File: src/hw/rtl/wodz_pkg.sv
`default_nettype none

package wodz_pkg;

  localparam int unsigned POS_W     = 16;
  localparam int unsigned D2_W      = 20;
  localparam int unsigned OFS_W     = 32;
  localparam int unsigned MC_W      = OFS_W + 1;
  localparam int unsigned ACC_W     = MC_W + 1;
  localparam int unsigned MPL_W     = 16;
  localparam int unsigned CNT_W     = $clog2(MPL_W);
  localparam int unsigned V_W       = (D2_W - 1) + (MPL_W - 1);
  localparam int unsigned BAND_W    = 24;
  localparam int unsigned CFG_W     = 24;
  localparam int unsigned CFG_IDX_W = 3;
  localparam int unsigned IN_DATA_W  = 4 * POS_W;
  localparam int unsigned OUT_DATA_W = 2 * OFS_W;

  localparam logic [OFS_W-1:0] SAT_MAX = {1'b0, {(OFS_W-1){1'b1}}};
  localparam logic [OFS_W-1:0] SAT_MIN = {1'b1, {(OFS_W-1){1'b0}}};

  typedef enum logic [CFG_IDX_W-1:0] {
    REG_MONITOR_LEFT    = 3'd0,
    REG_MONITOR_TOP     = 3'd1,
    REG_MONITOR_WIDTH   = 3'd2,
    REG_MONITOR_HEIGHT  = 3'd3,
    REG_GAIN_X          = 3'd4,
    REG_GAIN_Y          = 3'd5,
    REG_DEAD_BAND       = 3'd6,
    REG_SMOOTHING_ALPHA = 3'd7
  } cfg_reg_e;

  typedef struct packed {
    logic [POS_W-1:0]  monitor_left;
    logic [POS_W-1:0]  monitor_top;
    logic [POS_W-1:0]  monitor_width;
    logic [POS_W-1:0]  monitor_height;
    logic [MPL_W-1:0]  gain_x;
    logic [MPL_W-1:0]  gain_y;
    logic [BAND_W-1:0] dead_band;
    logic [MPL_W-1:0]  smoothing_alpha;
  } cfg_t;

  localparam cfg_t CFG_RESET = '{
    monitor_left:    16'd0,
    monitor_top:     16'd0,
    monitor_width:   16'd1920,
    monitor_height:  16'd1080,
    gain_x:          16'd256,
    gain_y:          16'd256,
    dead_band:       24'd0,
    smoothing_alpha: 16'd0
  };

  typedef struct packed {
    logic [POS_W-1:0] window_x;
    logic [POS_W-1:0] window_y;
    logic [POS_W-1:0] window_width;
    logic [POS_W-1:0] window_height;
    logic             geometry_ok;
  } item_t;

  typedef struct packed {
    logic            valid;
    logic [D2_W-1:0] d2x;
    logic [D2_W-1:0] d2y;
  } front_t;

  typedef struct packed {
    logic             start;
    logic [MC_W-1:0]  mcand;
    logic [MPL_W-1:0] mplier;
  } mul_req_t;

  typedef struct packed {
    logic             done;
    logic [ACC_W-1:0] acc;
    logic [MPL_W-1:0] low;
  } mul_rsp_t;

  typedef enum logic [2:0] {
    ST_IDLE,
    ST_FRONT,
    ST_MUL,
    ST_SHAPE,
    ST_EMA_UPD,
    ST_DONE
  } state_e;

  typedef enum logic [1:0] {
    PH_GAIN_X,
    PH_GAIN_Y,
    PH_EMA_X,
    PH_EMA_Y
  } phase_e;

endpackage

`default_nettype wire

File: src/hw/rtl/wodz_front.sv
`default_nettype none

module wodz_front
  import wodz_pkg::*;
(
  input  item_t  item_i,
  input  cfg_t   cfg_i,
  output front_t front_o
);

  logic [D2_W-1:0] c2x, c2y, lox, loy, hix, hiy, m2x, m2y;
  logic            in_x, in_y;

  always_comb begin
    c2x = {{(D2_W-POS_W-1){item_i.window_x[POS_W-1]}}, item_i.window_x, 1'b0}
        + {{(D2_W-POS_W){1'b0}}, item_i.window_width};
    c2y = {{(D2_W-POS_W-1){item_i.window_y[POS_W-1]}}, item_i.window_y, 1'b0}
        + {{(D2_W-POS_W){1'b0}}, item_i.window_height};
    lox = {{(D2_W-POS_W-1){cfg_i.monitor_left[POS_W-1]}}, cfg_i.monitor_left, 1'b0};
    loy = {{(D2_W-POS_W-1){cfg_i.monitor_top[POS_W-1]}}, cfg_i.monitor_top, 1'b0};
    hix = lox + {{(D2_W-POS_W-1){1'b0}}, cfg_i.monitor_width, 1'b0};
    hiy = loy + {{(D2_W-POS_W-1){1'b0}}, cfg_i.monitor_height, 1'b0};
    m2x = lox + {{(D2_W-POS_W){1'b0}}, cfg_i.monitor_width};
    m2y = loy + {{(D2_W-POS_W){1'b0}}, cfg_i.monitor_height};
    in_x = ($signed(c2x) >= $signed(lox)) && ($signed(c2x) <= $signed(hix));
    in_y = ($signed(c2y) >= $signed(loy)) && ($signed(c2y) <= $signed(hiy));
    front_o.valid = item_i.geometry_ok && (item_i.window_width != '0)
                 && (item_i.window_height != '0) && in_x && in_y;
    front_o.d2x = c2x - m2x;
    front_o.d2y = c2y - m2y;
  end

endmodule

`default_nettype wire

File: src/hw/rtl/wodz_serial_mul.sv
`default_nettype none

module wodz_serial_mul
  import wodz_pkg::*;
(
  input  logic     clk_i,
  input  logic     rst_ni,
  input  mul_req_t req_i,
  output mul_rsp_t rsp_o
);

  logic [MC_W-1:0]  mcand_q;
  logic [ACC_W-1:0] acc_q, acc_d;
  logic [MPL_W-1:0] mq_q, mq_d;
  logic [CNT_W-1:0] cnt_q;
  logic             busy_q, done_q;
  logic [ACC_W:0]   sum;

  always_comb begin
    sum = {acc_q[ACC_W-1], acc_q}
        + (mq_q[0] ? {{(ACC_W+1-MC_W){mcand_q[MC_W-1]}}, mcand_q} : '0);
    acc_d = sum[ACC_W:1];
    mq_d  = {sum[0], mq_q[MPL_W-1:1]};
  end

  always_ff @(posedge clk_i or negedge rst_ni) begin
    if (!rst_ni) begin
      busy_q <= 1'b0;
      done_q <= 1'b0;
      cnt_q  <= '0;
    end else begin
      done_q <= 1'b0;
      if (req_i.start) begin
        busy_q <= 1'b1;
        cnt_q  <= '0;
      end else if (busy_q) begin
        cnt_q <= cnt_q + 1'b1;
        if (cnt_q == CNT_W'(MPL_W - 1)) begin
          busy_q <= 1'b0;
          done_q <= 1'b1;
        end
      end
    end
  end

  always_ff @(posedge clk_i) begin
    if (req_i.start) begin
      mcand_q <= req_i.mcand;
      acc_q   <= '0;
      mq_q    <= req_i.mplier;
    end else if (busy_q) begin
      acc_q <= acc_d;
      mq_q  <= mq_d;
    end
  end

  assign rsp_o.done = done_q;
  assign rsp_o.acc  = acc_q;
  assign rsp_o.low  = mq_q;

endmodule

`default_nettype wire

File: src/hw/rtl/wodz_shape.sv
`default_nettype none

module wodz_shape
  import wodz_pkg::*;
(
  input  mul_rsp_t          rsp_i,
  input  logic [BAND_W-1:0] dead_band_i,
  output logic [OFS_W-1:0]  value_o
);

  logic [V_W-1:0]   half;
  logic [OFS_W-1:0] sat;
  logic [OFS_W:0]   sat_ext, band_ext, neg_band;
  logic             dead;

  always_comb begin
    half = {rsp_i.acc[D2_W-2:0], rsp_i.low[MPL_W-1:1]};
    if ((half[V_W-1:OFS_W-1] == '0) || (half[V_W-1:OFS_W-1] == '1)) begin
      sat = half[OFS_W-1:0];
    end else if (half[V_W-1]) begin
      sat = SAT_MIN;
    end else begin
      sat = SAT_MAX;
    end
    sat_ext  = {sat[OFS_W-1], sat};
    band_ext = {{(OFS_W+1-BAND_W){1'b0}}, dead_band_i};
    neg_band = '0 - band_ext;
    if (sat[OFS_W-1]) begin
      dead = $signed(sat_ext) >= $signed(neg_band);
    end else begin
      dead = sat_ext <= band_ext;
    end
    value_o = dead ? '0 : sat;
  end

endmodule

`default_nettype wire

File: src/hw/rtl/window_offset_deadzone_ema.sv
`default_nettype none
// Window offset with deadzone and exponential smoothing.
// Input stream s_axis: one transaction per window sample; tdata carries the
// window rectangle, tuser the geometry-ok flag. Output stream m_axis: one
// transaction per input; tdata carries the two offsets, tuser the
// sample-valid flag (offsets are zero when it is low).
// Configuration: cfg_we_i writes cfg_data_i into register cfg_idx_i; any
// write restarts smoothing from the next valid sample.
// All products run through one shift-add multiplier that retires one
// multiplier bit per cycle. A rejected sample skips the multiplier; a valid
// sample takes two gain products, and two more alpha products once
// smoothing is active and seeded. One item is in flight at a time; a new
// item can be taken in the cycle after its predecessor moves into the
// output register. The output register holds a finished transaction while
// m_axis_tready_i is low; the next item is still accepted and processed,
// and waits for the register to drain. Reset loads the register defaults,
// clears the smoothing state and empties the output register.
module window_offset_deadzone_ema
  import wodz_pkg::*;
(
  input  logic                  clk_i,
  input  logic                  rst_ni,
  input  logic                  s_axis_tvalid_i,
  output logic                  s_axis_tready_o,
  // window_x, window_y, window_width, window_height
  input  logic [IN_DATA_W-1:0]  s_axis_tdata_i,
  // geometry_ok
  input  logic                  s_axis_tuser_i,
  output logic                  m_axis_tvalid_o,
  input  logic                  m_axis_tready_i,
  // offset_x, offset_y
  output logic [OUT_DATA_W-1:0] m_axis_tdata_o,
  // sample_valid
  output logic                  m_axis_tuser_o,
  input  logic                  cfg_we_i,
  input  logic [CFG_IDX_W-1:0]  cfg_idx_i,
  input  logic [CFG_W-1:0]      cfg_data_i
);

  state_e   state_q, state_d;
  phase_e   phase_q, phase_d;
  cfg_t     cfg_q;
  item_t    item_q;
  front_t   front;
  mul_req_t mul_req;
  mul_rsp_t mul_rsp;

  logic [D2_W-1:0]  d2y_q;
  logic [OFS_W-1:0] vx_q, vy_q, shape_v;
  logic [OFS_W-1:0] smooth_x_q, smooth_y_q, ema_sum;
  logic             seeded_q, alpha_on, ema_go, out_free, s_accept;
  logic             res_sv_q, out_sv_q, out_valid_q;
  logic [OFS_W-1:0] res_x_q, res_y_q, out_x_q, out_y_q;

  wodz_front u_front (
    .item_i (item_q),
    .cfg_i  (cfg_q),
    .front_o(front)
  );

  wodz_serial_mul u_mul (
    .clk_i (clk_i),
    .rst_ni(rst_ni),
    .req_i (mul_req),
    .rsp_o (mul_rsp)
  );

  wodz_shape u_shape (
    .rsp_i      (mul_rsp),
    .dead_band_i(cfg_q.dead_band),
    .value_o    (shape_v)
  );

  assign s_accept = s_axis_tvalid_i && s_axis_tready_o;
  assign alpha_on = cfg_q.smoothing_alpha != '0;
  assign ema_go   = alpha_on && seeded_q;
  assign out_free = !out_valid_q || m_axis_tready_i;
  assign ema_sum  = (phase_q == PH_EMA_X ? smooth_x_q : smooth_y_q)
                  + mul_rsp.acc[OFS_W-1:0];

  always_comb begin
    state_d = state_q;
    unique case (state_q)
      ST_IDLE:    if (s_accept) state_d = ST_FRONT;
      ST_FRONT:   state_d = front.valid ? ST_MUL : ST_DONE;
      ST_MUL: begin
        if (mul_rsp.done) begin
          state_d = (phase_q == PH_EMA_X || phase_q == PH_EMA_Y) ? ST_EMA_UPD : ST_SHAPE;
        end
      end
      ST_SHAPE: begin
        if (phase_q == PH_GAIN_X || ema_go) state_d = ST_MUL;
        else state_d = ST_DONE;
      end
      ST_EMA_UPD: state_d = (phase_q == PH_EMA_X) ? ST_MUL : ST_DONE;
      ST_DONE:    if (out_free) state_d = ST_IDLE;
      default:    state_d = ST_IDLE;
    endcase
  end

  always_comb begin
    s_axis_tready_o = 1'b0;
    mul_req.start   = 1'b0;
    mul_req.mcand   = {{(MC_W-D2_W){front.d2x[D2_W-1]}}, front.d2x};
    mul_req.mplier  = cfg_q.gain_x;
    phase_d         = phase_q;
    unique case (state_q)
      ST_IDLE: s_axis_tready_o = 1'b1;
      ST_FRONT: begin
        mul_req.start = front.valid;
        phase_d       = PH_GAIN_X;
      end
      ST_SHAPE: begin
        if (phase_q == PH_GAIN_X) begin
          mul_req.start  = 1'b1;
          mul_req.mcand  = {{(MC_W-D2_W){d2y_q[D2_W-1]}}, d2y_q};
          mul_req.mplier = cfg_q.gain_y;
          phase_d        = PH_GAIN_Y;
        end else if (ema_go) begin
          mul_req.start  = 1'b1;
          mul_req.mcand  = {vx_q[OFS_W-1], vx_q} - {smooth_x_q[OFS_W-1], smooth_x_q};
          mul_req.mplier = cfg_q.smoothing_alpha;
          phase_d        = PH_EMA_X;
        end
      end
      ST_EMA_UPD: begin
        if (phase_q == PH_EMA_X) begin
          mul_req.start  = 1'b1;
          mul_req.mcand  = {vy_q[OFS_W-1], vy_q} - {smooth_y_q[OFS_W-1], smooth_y_q};
          mul_req.mplier = cfg_q.smoothing_alpha;
          phase_d        = PH_EMA_Y;
        end
      end
      ST_MUL, ST_DONE: ;
      default: ;
    endcase
  end

  always_ff @(posedge clk_i or negedge rst_ni) begin
    if (!rst_ni) begin
      state_q     <= ST_IDLE;
      phase_q     <= PH_GAIN_X;
      cfg_q       <= CFG_RESET;
      seeded_q    <= 1'b0;
      smooth_x_q  <= '0;
      smooth_y_q  <= '0;
      out_valid_q <= 1'b0;
    end else begin
      state_q <= state_d;
      phase_q <= phase_d;
      if (cfg_we_i) begin
        seeded_q <= 1'b0;
        unique case (cfg_reg_e'(cfg_idx_i))
          REG_MONITOR_LEFT:    cfg_q.monitor_left    <= cfg_data_i[POS_W-1:0];
          REG_MONITOR_TOP:     cfg_q.monitor_top     <= cfg_data_i[POS_W-1:0];
          REG_MONITOR_WIDTH:   cfg_q.monitor_width   <= cfg_data_i[POS_W-1:0];
          REG_MONITOR_HEIGHT:  cfg_q.monitor_height  <= cfg_data_i[POS_W-1:0];
          REG_GAIN_X:          cfg_q.gain_x          <= cfg_data_i[MPL_W-1:0];
          REG_GAIN_Y:          cfg_q.gain_y          <= cfg_data_i[MPL_W-1:0];
          REG_DEAD_BAND:       cfg_q.dead_band       <= cfg_data_i[BAND_W-1:0];
          REG_SMOOTHING_ALPHA: cfg_q.smoothing_alpha <= cfg_data_i[MPL_W-1:0];
          default: ;
        endcase
      end else if (state_q == ST_FRONT && !front.valid) begin
        seeded_q <= 1'b0;
      end else if (state_q == ST_SHAPE && phase_q == PH_GAIN_Y) begin
        if (!alpha_on) begin
          seeded_q <= 1'b0;
        end else if (!seeded_q) begin
          seeded_q   <= 1'b1;
          smooth_x_q <= vx_q;
          smooth_y_q <= shape_v;
        end
      end else if (state_q == ST_EMA_UPD) begin
        if (phase_q == PH_EMA_X) smooth_x_q <= ema_sum;
        else smooth_y_q <= ema_sum;
      end
      if (state_q == ST_DONE && out_free) begin
        out_valid_q <= 1'b1;
      end else if (m_axis_tvalid_o && m_axis_tready_i) begin
        out_valid_q <= 1'b0;
      end
    end
  end

  always_ff @(posedge clk_i) begin
    if (s_accept) begin
      item_q.window_x      <= s_axis_tdata_i[POS_W-1:0];
      item_q.window_y      <= s_axis_tdata_i[2*POS_W-1:POS_W];
      item_q.window_width  <= s_axis_tdata_i[3*POS_W-1:2*POS_W];
      item_q.window_height <= s_axis_tdata_i[4*POS_W-1:3*POS_W];
      item_q.geometry_ok   <= s_axis_tuser_i;
    end
    if (state_q == ST_FRONT) begin
      d2y_q <= front.d2y;
      if (!front.valid) begin
        res_sv_q <= 1'b0;
        res_x_q  <= '0;
        res_y_q  <= '0;
      end
    end
    if (state_q == ST_SHAPE) begin
      if (phase_q == PH_GAIN_X) begin
        vx_q <= shape_v;
      end else begin
        vy_q <= shape_v;
        if (!ema_go) begin
          res_sv_q <= 1'b1;
          res_x_q  <= vx_q;
          res_y_q  <= shape_v;
        end
      end
    end
    if (state_q == ST_EMA_UPD && phase_q == PH_EMA_Y) begin
      res_sv_q <= 1'b1;
      res_x_q  <= smooth_x_q;
      res_y_q  <= ema_sum;
    end
    if (state_q == ST_DONE && out_free) begin
      out_sv_q <= res_sv_q;
      out_x_q  <= res_x_q;
      out_y_q  <= res_y_q;
    end
  end

  assign m_axis_tvalid_o = out_valid_q;
  assign m_axis_tdata_o  = {out_y_q, out_x_q};
  assign m_axis_tuser_o  = out_sv_q;

endmodule

`default_nettype wire

File: config.mk
export PLATFORM = sky130hd
export DESIGN_NAME = window_offset_deadzone_ema
export DESIGN_NICKNAME = d
export VERILOG_FILES = /design/src/hw/rtl/wodz_pkg.sv /design/src/hw/rtl/wodz_front.sv /design/src/hw/rtl/wodz_serial_mul.sv /design/src/hw/rtl/wodz_shape.sv /design/src/hw/rtl/window_offset_deadzone_ema.sv
export SDC_FILE = /design/constraint.sdc
export NUM_CORES = 2
export LEC_CHECK = 0
export ABC_AREA = 1
export BUFFER_PORTS_ARGS = -buffer_cell sky130_fd_sc_hd__buf_4
export CELL_PAD_IN_SITES_DETAIL_PLACEMENT = 1
export CELL_PAD_IN_SITES_GLOBAL_PLACEMENT = 1
export CORE_MARGIN = 1.5
export CORE_UTILIZATION = 50
export DETAILED_ROUTE_END_ITERATION = 8
export PLACE_DENSITY = 0.93
export SYNTH_ARGS = -nofsm -noshare
export SYNTH_HDL_FRONTEND = slang
export SYNTH_SLANG_ARGS = --single-unit
File: constraint.sdc
create_clock -name clk_i -period 7.4 [get_ports clk_i]
set_clock_uncertainty 0.1 [all_clocks]
set_input_delay 1.11 -clock clk_i [delete_from_list [all_inputs] [get_ports clk_i]]
set_output_delay 1.11 -clock clk_i [all_outputs]
set_load 0.02 [all_outputs]
**Word level (Yosys, flattened, before mapping)**

Cells that the tools add are included.

- Input port bits: 97
- Register bits after elaboration: 575

- $add $sub $neg: 14
- Bitwise logic cells: 3
- Reduce and logical (&&, ||, !) cells: 46
- Mux-type cells: 67
- Order comparisons: 6
- Equal/unequal tests: 25

Operators with widths:

| cell | number |
|---|---|
| two-way mux 32 bit | 26 |
| two-way mux 50 bit | 3 |
| one-hot mux 49 bit (2 select lines) | 1 |
| adder 17 x 17 -> 18 bit | 4 |
| subtractor 32 x 32 -> 33 bit | 2 |
| nonzero test 16 bit | 3 |
| adder 17 x 18 -> 19 bit | 2 |
| <= comparator 18 x 19 -> 1 bit | 2 |
| subtractor 18 x 18 -> 19 bit | 2 |
| >= comparator 18 x 17 -> 1 bit | 2 |
| adder 35 bit | 1 |
| two-way mux 35 bit | 1 |
| <= comparator 33 x 24 -> 1 bit | 1 |
| adder 32 bit | 1 |
| >= comparator 32 x 25 -> 1 bit | 1 |
| two-way mux 16 bit | 2 |
| subtractor 1 x 24 -> 25 bit (first input constant) | 1 |
| equality test 3 bit (second input constant) | 7 |
| two-way mux 3 bit | 7 |
| AND reduction 2 bit | 10 |
| two-way mux 1 bit | 19 |
| one-hot mux 3 bit (6 select lines) | 1 |
| logical AND 1 bit | 13 |
| equality test 3 x 2 -> 1 bit (second input constant) | 4 |
| other kinds (21) | 45 |

**Logic depth before layout (Yosys ltp)**

- Word-level depth: 11
- Depth in mapped cells: 30
- Gate-level depth less buffers: 29

**Cells and area by module**

A second synthesis with hierarchy kept.

- Cells, all modules: 5355
- Area total of the unflattened synthesis: 40794.1 µm²

By module, submodules not included:

| module | area an instance (µm²) | cells an instance | seq. area each (µm²) | instances |
|---|---|---|---|---|
| window_offset_deadzone_ema | 25221.7 | 3017 | 12919.9 | 1 |
| wodz_front | 7259.5 | 1109 | 0.0 | 1 |
| wodz_serial_mul | 5679.2 | 804 | 2302.2 | 1 |
| wodz_shape | 2633.8 | 425 | 0.0 | 1 |

**Worst setup path before layout**

Ideal clock, no wire load.

- Kind: register -> register
- Start point: register item_q[5] in the netlist's numbering
- End point: register u_mul.mcand_q[0] (enable)
- Arrival: 4398 ps
- Library setup time: 378 ps
- Setup slack: 2524 ps
- Stages on the path, launching flop included: 27
- Period minus slack after synthesis: 4876 ps
- Cells stage by stage: edfxtp_1 ha_1 inv_1 nor3_1 a21oi_1 o31ai_1 a21oi_1 o21bai_1 a21oi_1 o21bai_1 nand3_1 a21oi_1 nor3_1 ha_1 nand2_1 inv_1 nand3_1 nor2_1 nand4_1 nand3_1 nand2_1 nand3_1 nand4_1 a31oi_1 nand3_4 o21ai_4 buf_2

RTL lines:

| element | RTL line | source |
|---|---|---|
| from (decl) | window_offset_deadzone_ema.sv:43 | `item_t item_q;` |
| to (signal assigned) | wodz_serial_mul.sv:48 | `mcand_q <= req_i.mcand;` |
| to (decl) | wodz_serial_mul.sv:12 | `logic [MC_W-1:0] mcand_q;` |

**Final worst setup path**

- Start point: register item_q[5] in the netlist's numbering
- End point: register smooth_x_q[10]

- Longest elaborated chain between the ends: 8
- Elaborated cells on any way between the ends: 12
- Classes of those cells: 1 x add/sub; 2 x order compare; 1 x bitwise; 8 x reduce/logical

RTL lines:

| element | RTL line | source |
|---|---|---|
| adder 17 x 17 -> 18 bit / nonzero test 16 bit (equally long branches) | wodz_front.sv:18, wodz_front.sv:28 |  |
| <= comparator 18 x 19 -> 1 bit (tied with other cells) | wodz_front.sv:26 | `in_y = ($signed(c2y) >= $signed(loy)) && ($signed(c2y) <= $signed(hiy));` |
| logical AND 1 bit (on tied branches) | wodz_front.sv:26, wodz_front.sv:28 |  |
| logical AND 1 bit * | wodz_front.sv:28 | `&& (item_i.window_height != '0) && in_x && in_y;` |
| logical NOT 1 bit * | - |  |
| logical AND 1 bit * | window_offset_deadzone_ema.sv:164 | `end else if (state_q == ST_FRONT && !front.valid) begin` |
| NOT 1 bit (no source line) * | - |  |
| AND reduction 6 bit (no source line) * | - |  |
| to (signal assigned) | window_offset_deadzone_ema.sv:171 | `smooth_x_q <= vx_q;` |
| to (signal assigned) | window_offset_deadzone_ema.sv:175 | `if (phase_q == PH_EMA_X) smooth_x_q <= ema_sum;` |
| to (decl) | window_offset_deadzone_ema.sv:50 | `logic [OFS_W-1:0] smooth_x_q, smooth_y_q, ema_sum;` |

Mark *: on every way between the ends. The rest lies on a longest branch, timed or not.
A chain may end at the register's enable or synchronous reset.

==> run metrics <==
status complete, but fails checks; violated checks DRC, capacitance limit; crit-path max cell delay approximately 0.54 ns; commonest non-fill, non-tap cell in the layout nand2_1; PortBufs between 150 and 200; Synth area leaders edfxtp_1, dfrtp_1, ha_1, nand2_1, inv_1; Yosys Warn Count 0; top cell type by total area after synthesis edfxtp_1; Crit Path Class register to register; Remaining DRCs 1; register area share after synthesis 0.385; leading cell types in the layout, fill and taps excluded nand2_1, inv_1, a21oi_1; Min Hold Slack 0.265 ns; Mean Syn Cell Area between 7 and 8 um2; Distinct cells, synth 60; Setup WS pre-CTS 0.733 ns; Fmax approximately 140 MHz; vias in the first global route 43400; share of cells above drive strength 1 0.0727; aggregate global-route resource usage 0.436; EDFF count, synth 262; Yosys top cell area share 0.200; cts repair resizes 0; xor/xnor share of the synthesized area 0.0376; DR iter-0 viols 4918; fin nets 5634; Slew Viols, Final 0; H-tree depth 3; GR Overflow Total 0; post-synthesis compound-gate area fraction 0.151; min Tclk post-route 7.15 ns; Worst setup EP type register; DIE AREA 80500 um2; clk buf depth 3; CTS tree built; total number of vias approximately 40000; RSZ-0062 raised after global routing no; Max-Cap Viols 1; 1st-pass router iterations 9; final period utilization 0.966; initial antenna violation count 13; Worst EP required 7.85 ns; Final setup viols 0; Final Hold Viols 0; clk root buf clkbuf_16; post-synthesis mux area share 0; RD Place Congestion 0.992; worst vdd ir 0.000269 V; top_reg_cell synth edfxtp_1; detailed-route wire length roughly 180 mm; core area between 70000 and 80000 um2; fill count between 9000 and 10000; post-route setup TNS 0 ns; dpl hpwl 115 mm; Mapped Cells 5022; mapped cell area 39400 um2; Layout Utilization 0.566; wire per inst 28.6 um; main combinational cell family by area after synthesis simple AND/OR/NAND/NOR gates; Hold/Removal Path Class input port to async pin; Die W 284 um; Pleak 0.0210 uW; Vias/cell 6.56; Worst-Margin Slew 1.48 ns; FF+latch count, synth 574; Final Power 24300 uW; die height 284 um; Final Worst Setup Slack around 0.25 ns; first-pass GRT wire length 266 mm; PwrDens 552 nW/um2; worst reg2reg path depth 30; Initial Utilization 0.507; Adder-Cell Fraction of Synth Area 0.132; critical path fanouts, max 67; I/O Pins 164; CP Launch Type register; Slowest-stage cell, CP a31oi_1; Final ANT Viol Nets 0; Critical Path AT around 7.6 ns; clock sink total 574; Synth Area in Simple Gates 0.206; Slew headroom 0.000408; Worst-Skew Late Latency 0.70 ns; Layout area overhead 11.7%; clk slew on worst S/H paths ~0.07 ns; FFs w/ async S/R, synth 0.371; cts bufs inserted 69; Hold-fix buffers, CTS 0; row cnt 102; post-CTS setup buffer count 0; Net Count, Synth between 5000 and 6000; pin count of the biggest net entering global routing between 90 and 100
==> through the flow <==
step / instances / cell area [um2]
floorplan: 5022 / 39400
global placement: 6113 / 41600
detailed placement: 6113 / 41600
CTS: 6240 / 44000
global route: 6244 / 44000
finish: 6250 / 44000
==> report_power, final <==
| group | total [uW] | internal, uW | switching (uW) | leakage, uW |
|---|---|---|---|---|
| Sequential | 5920 | 4760 | 1150 | 0.00592 |
| Combinational | 14700 | 4360 | 10300 | 0.0139 |
| Clock | 3700 | 2090 | 1610 | 0.00114 |
| Total | 24300 | 11200 | 13100 | 0.0210 |
==> critical path: cells and delay by family, from the launching register on <==
kind                       cells  cell delay (ns)
and+or+nand+nor               16             2.25
AOI/OAI and AO/OA              8             2.25
buffers and inverters          4             1.06
adders and majority gates      2             0.76
DFF                            1             0.43
==> layout make-up <==
type                       count  area, um2  share of cell area
clock inverter                35        453              0.0103
inverter                     744       2800              0.0635
tap                         1040       1300              0.0296
timing repair buffer         202       1540              0.0349
multi-input combinational   3554      20800               0.473
sequential                   574      15200               0.345
antenna                        9       22.5            0.000512
clock buffer                  92       1880              0.0426
==> routing by layer <==
| metal | global-route usage | wire, um | up-vias |
|---|---|---|---|
| met5 | 0.00595 | 69 | - |
| met4 | 0.409 | 20600 | 10 |
| met3 | 0.136 | 19100 | 1262 |
| met2 | 0.682 | 79200 | 2928 |
| met1 | 0.468 | 59500 | 19700 |
| li1 | - | - | 17100 |
==> state kept, by name, indices dropped and copies added (netlist names), 33 cells and up <==
name / flops
u_mul.mcand_q: 33
cfg_q: 136
item_q: 65
u_mul.acc_q: 34
==> cell usage after synthesis, drive strengths merged (9+ instances only) <==
master / count
nand2: 1168
inv: 739
a21oi: 434
o21ai: 417
ha: 354
nor2: 280
edfxtp: 262
nand3: 255
dfrtp: 203
nand4: 116
xor2: 112
dfxtp: 99
clkbuf: 97
xnor2: 57
nor3: 54
buf: 53
fa: 38
a22oi: 36
a31oi: 24
or2: 23
o21bai: 20
o21a: 19
a21o: 17
nor4: 17
a21boi: 16
a32oi: 16
a221oi: 12
o31ai: 12
o2111ai: 11
dfstp: 10
o221ai: 10
o211ai: 9
==> cell families (layout without fill, tap and decap cells) <==
| logic type | count (synthesis) | count (layout) |
|---|---|---|
| other | 0 | 9 |
| adder cells (fa/ha/maj) | 392 | 392 |
| flip-flops | 574 | 574 |
| AND/OR/NAND/NOR | 1927 | 1927 |
| XOR/XNOR | 169 | 169 |
| buffers and inverters | 894 | 1073 |
| AO/OA/AOI/OAI | 1066 | 1066 |
==> worst paths after layout <==
check                                 start        endpoint  slack, ns
worst min-delay path                 rst_ni  smooth_x_q[25]       0.26
max in group asynchronous            rst_ni      cfg_q[133]       4.98
worst max-delay path              item_q[5]  smooth_x_q[10]       0.25
min in group clk_i              res_x_q[20]     out_x_q[20]       0.33
worst min register to register  res_x_q[20]     out_x_q[20]       0.33
worst max register to register    item_q[5]  smooth_x_q[10]       0.25
Power figures use the tool's default switching activity.
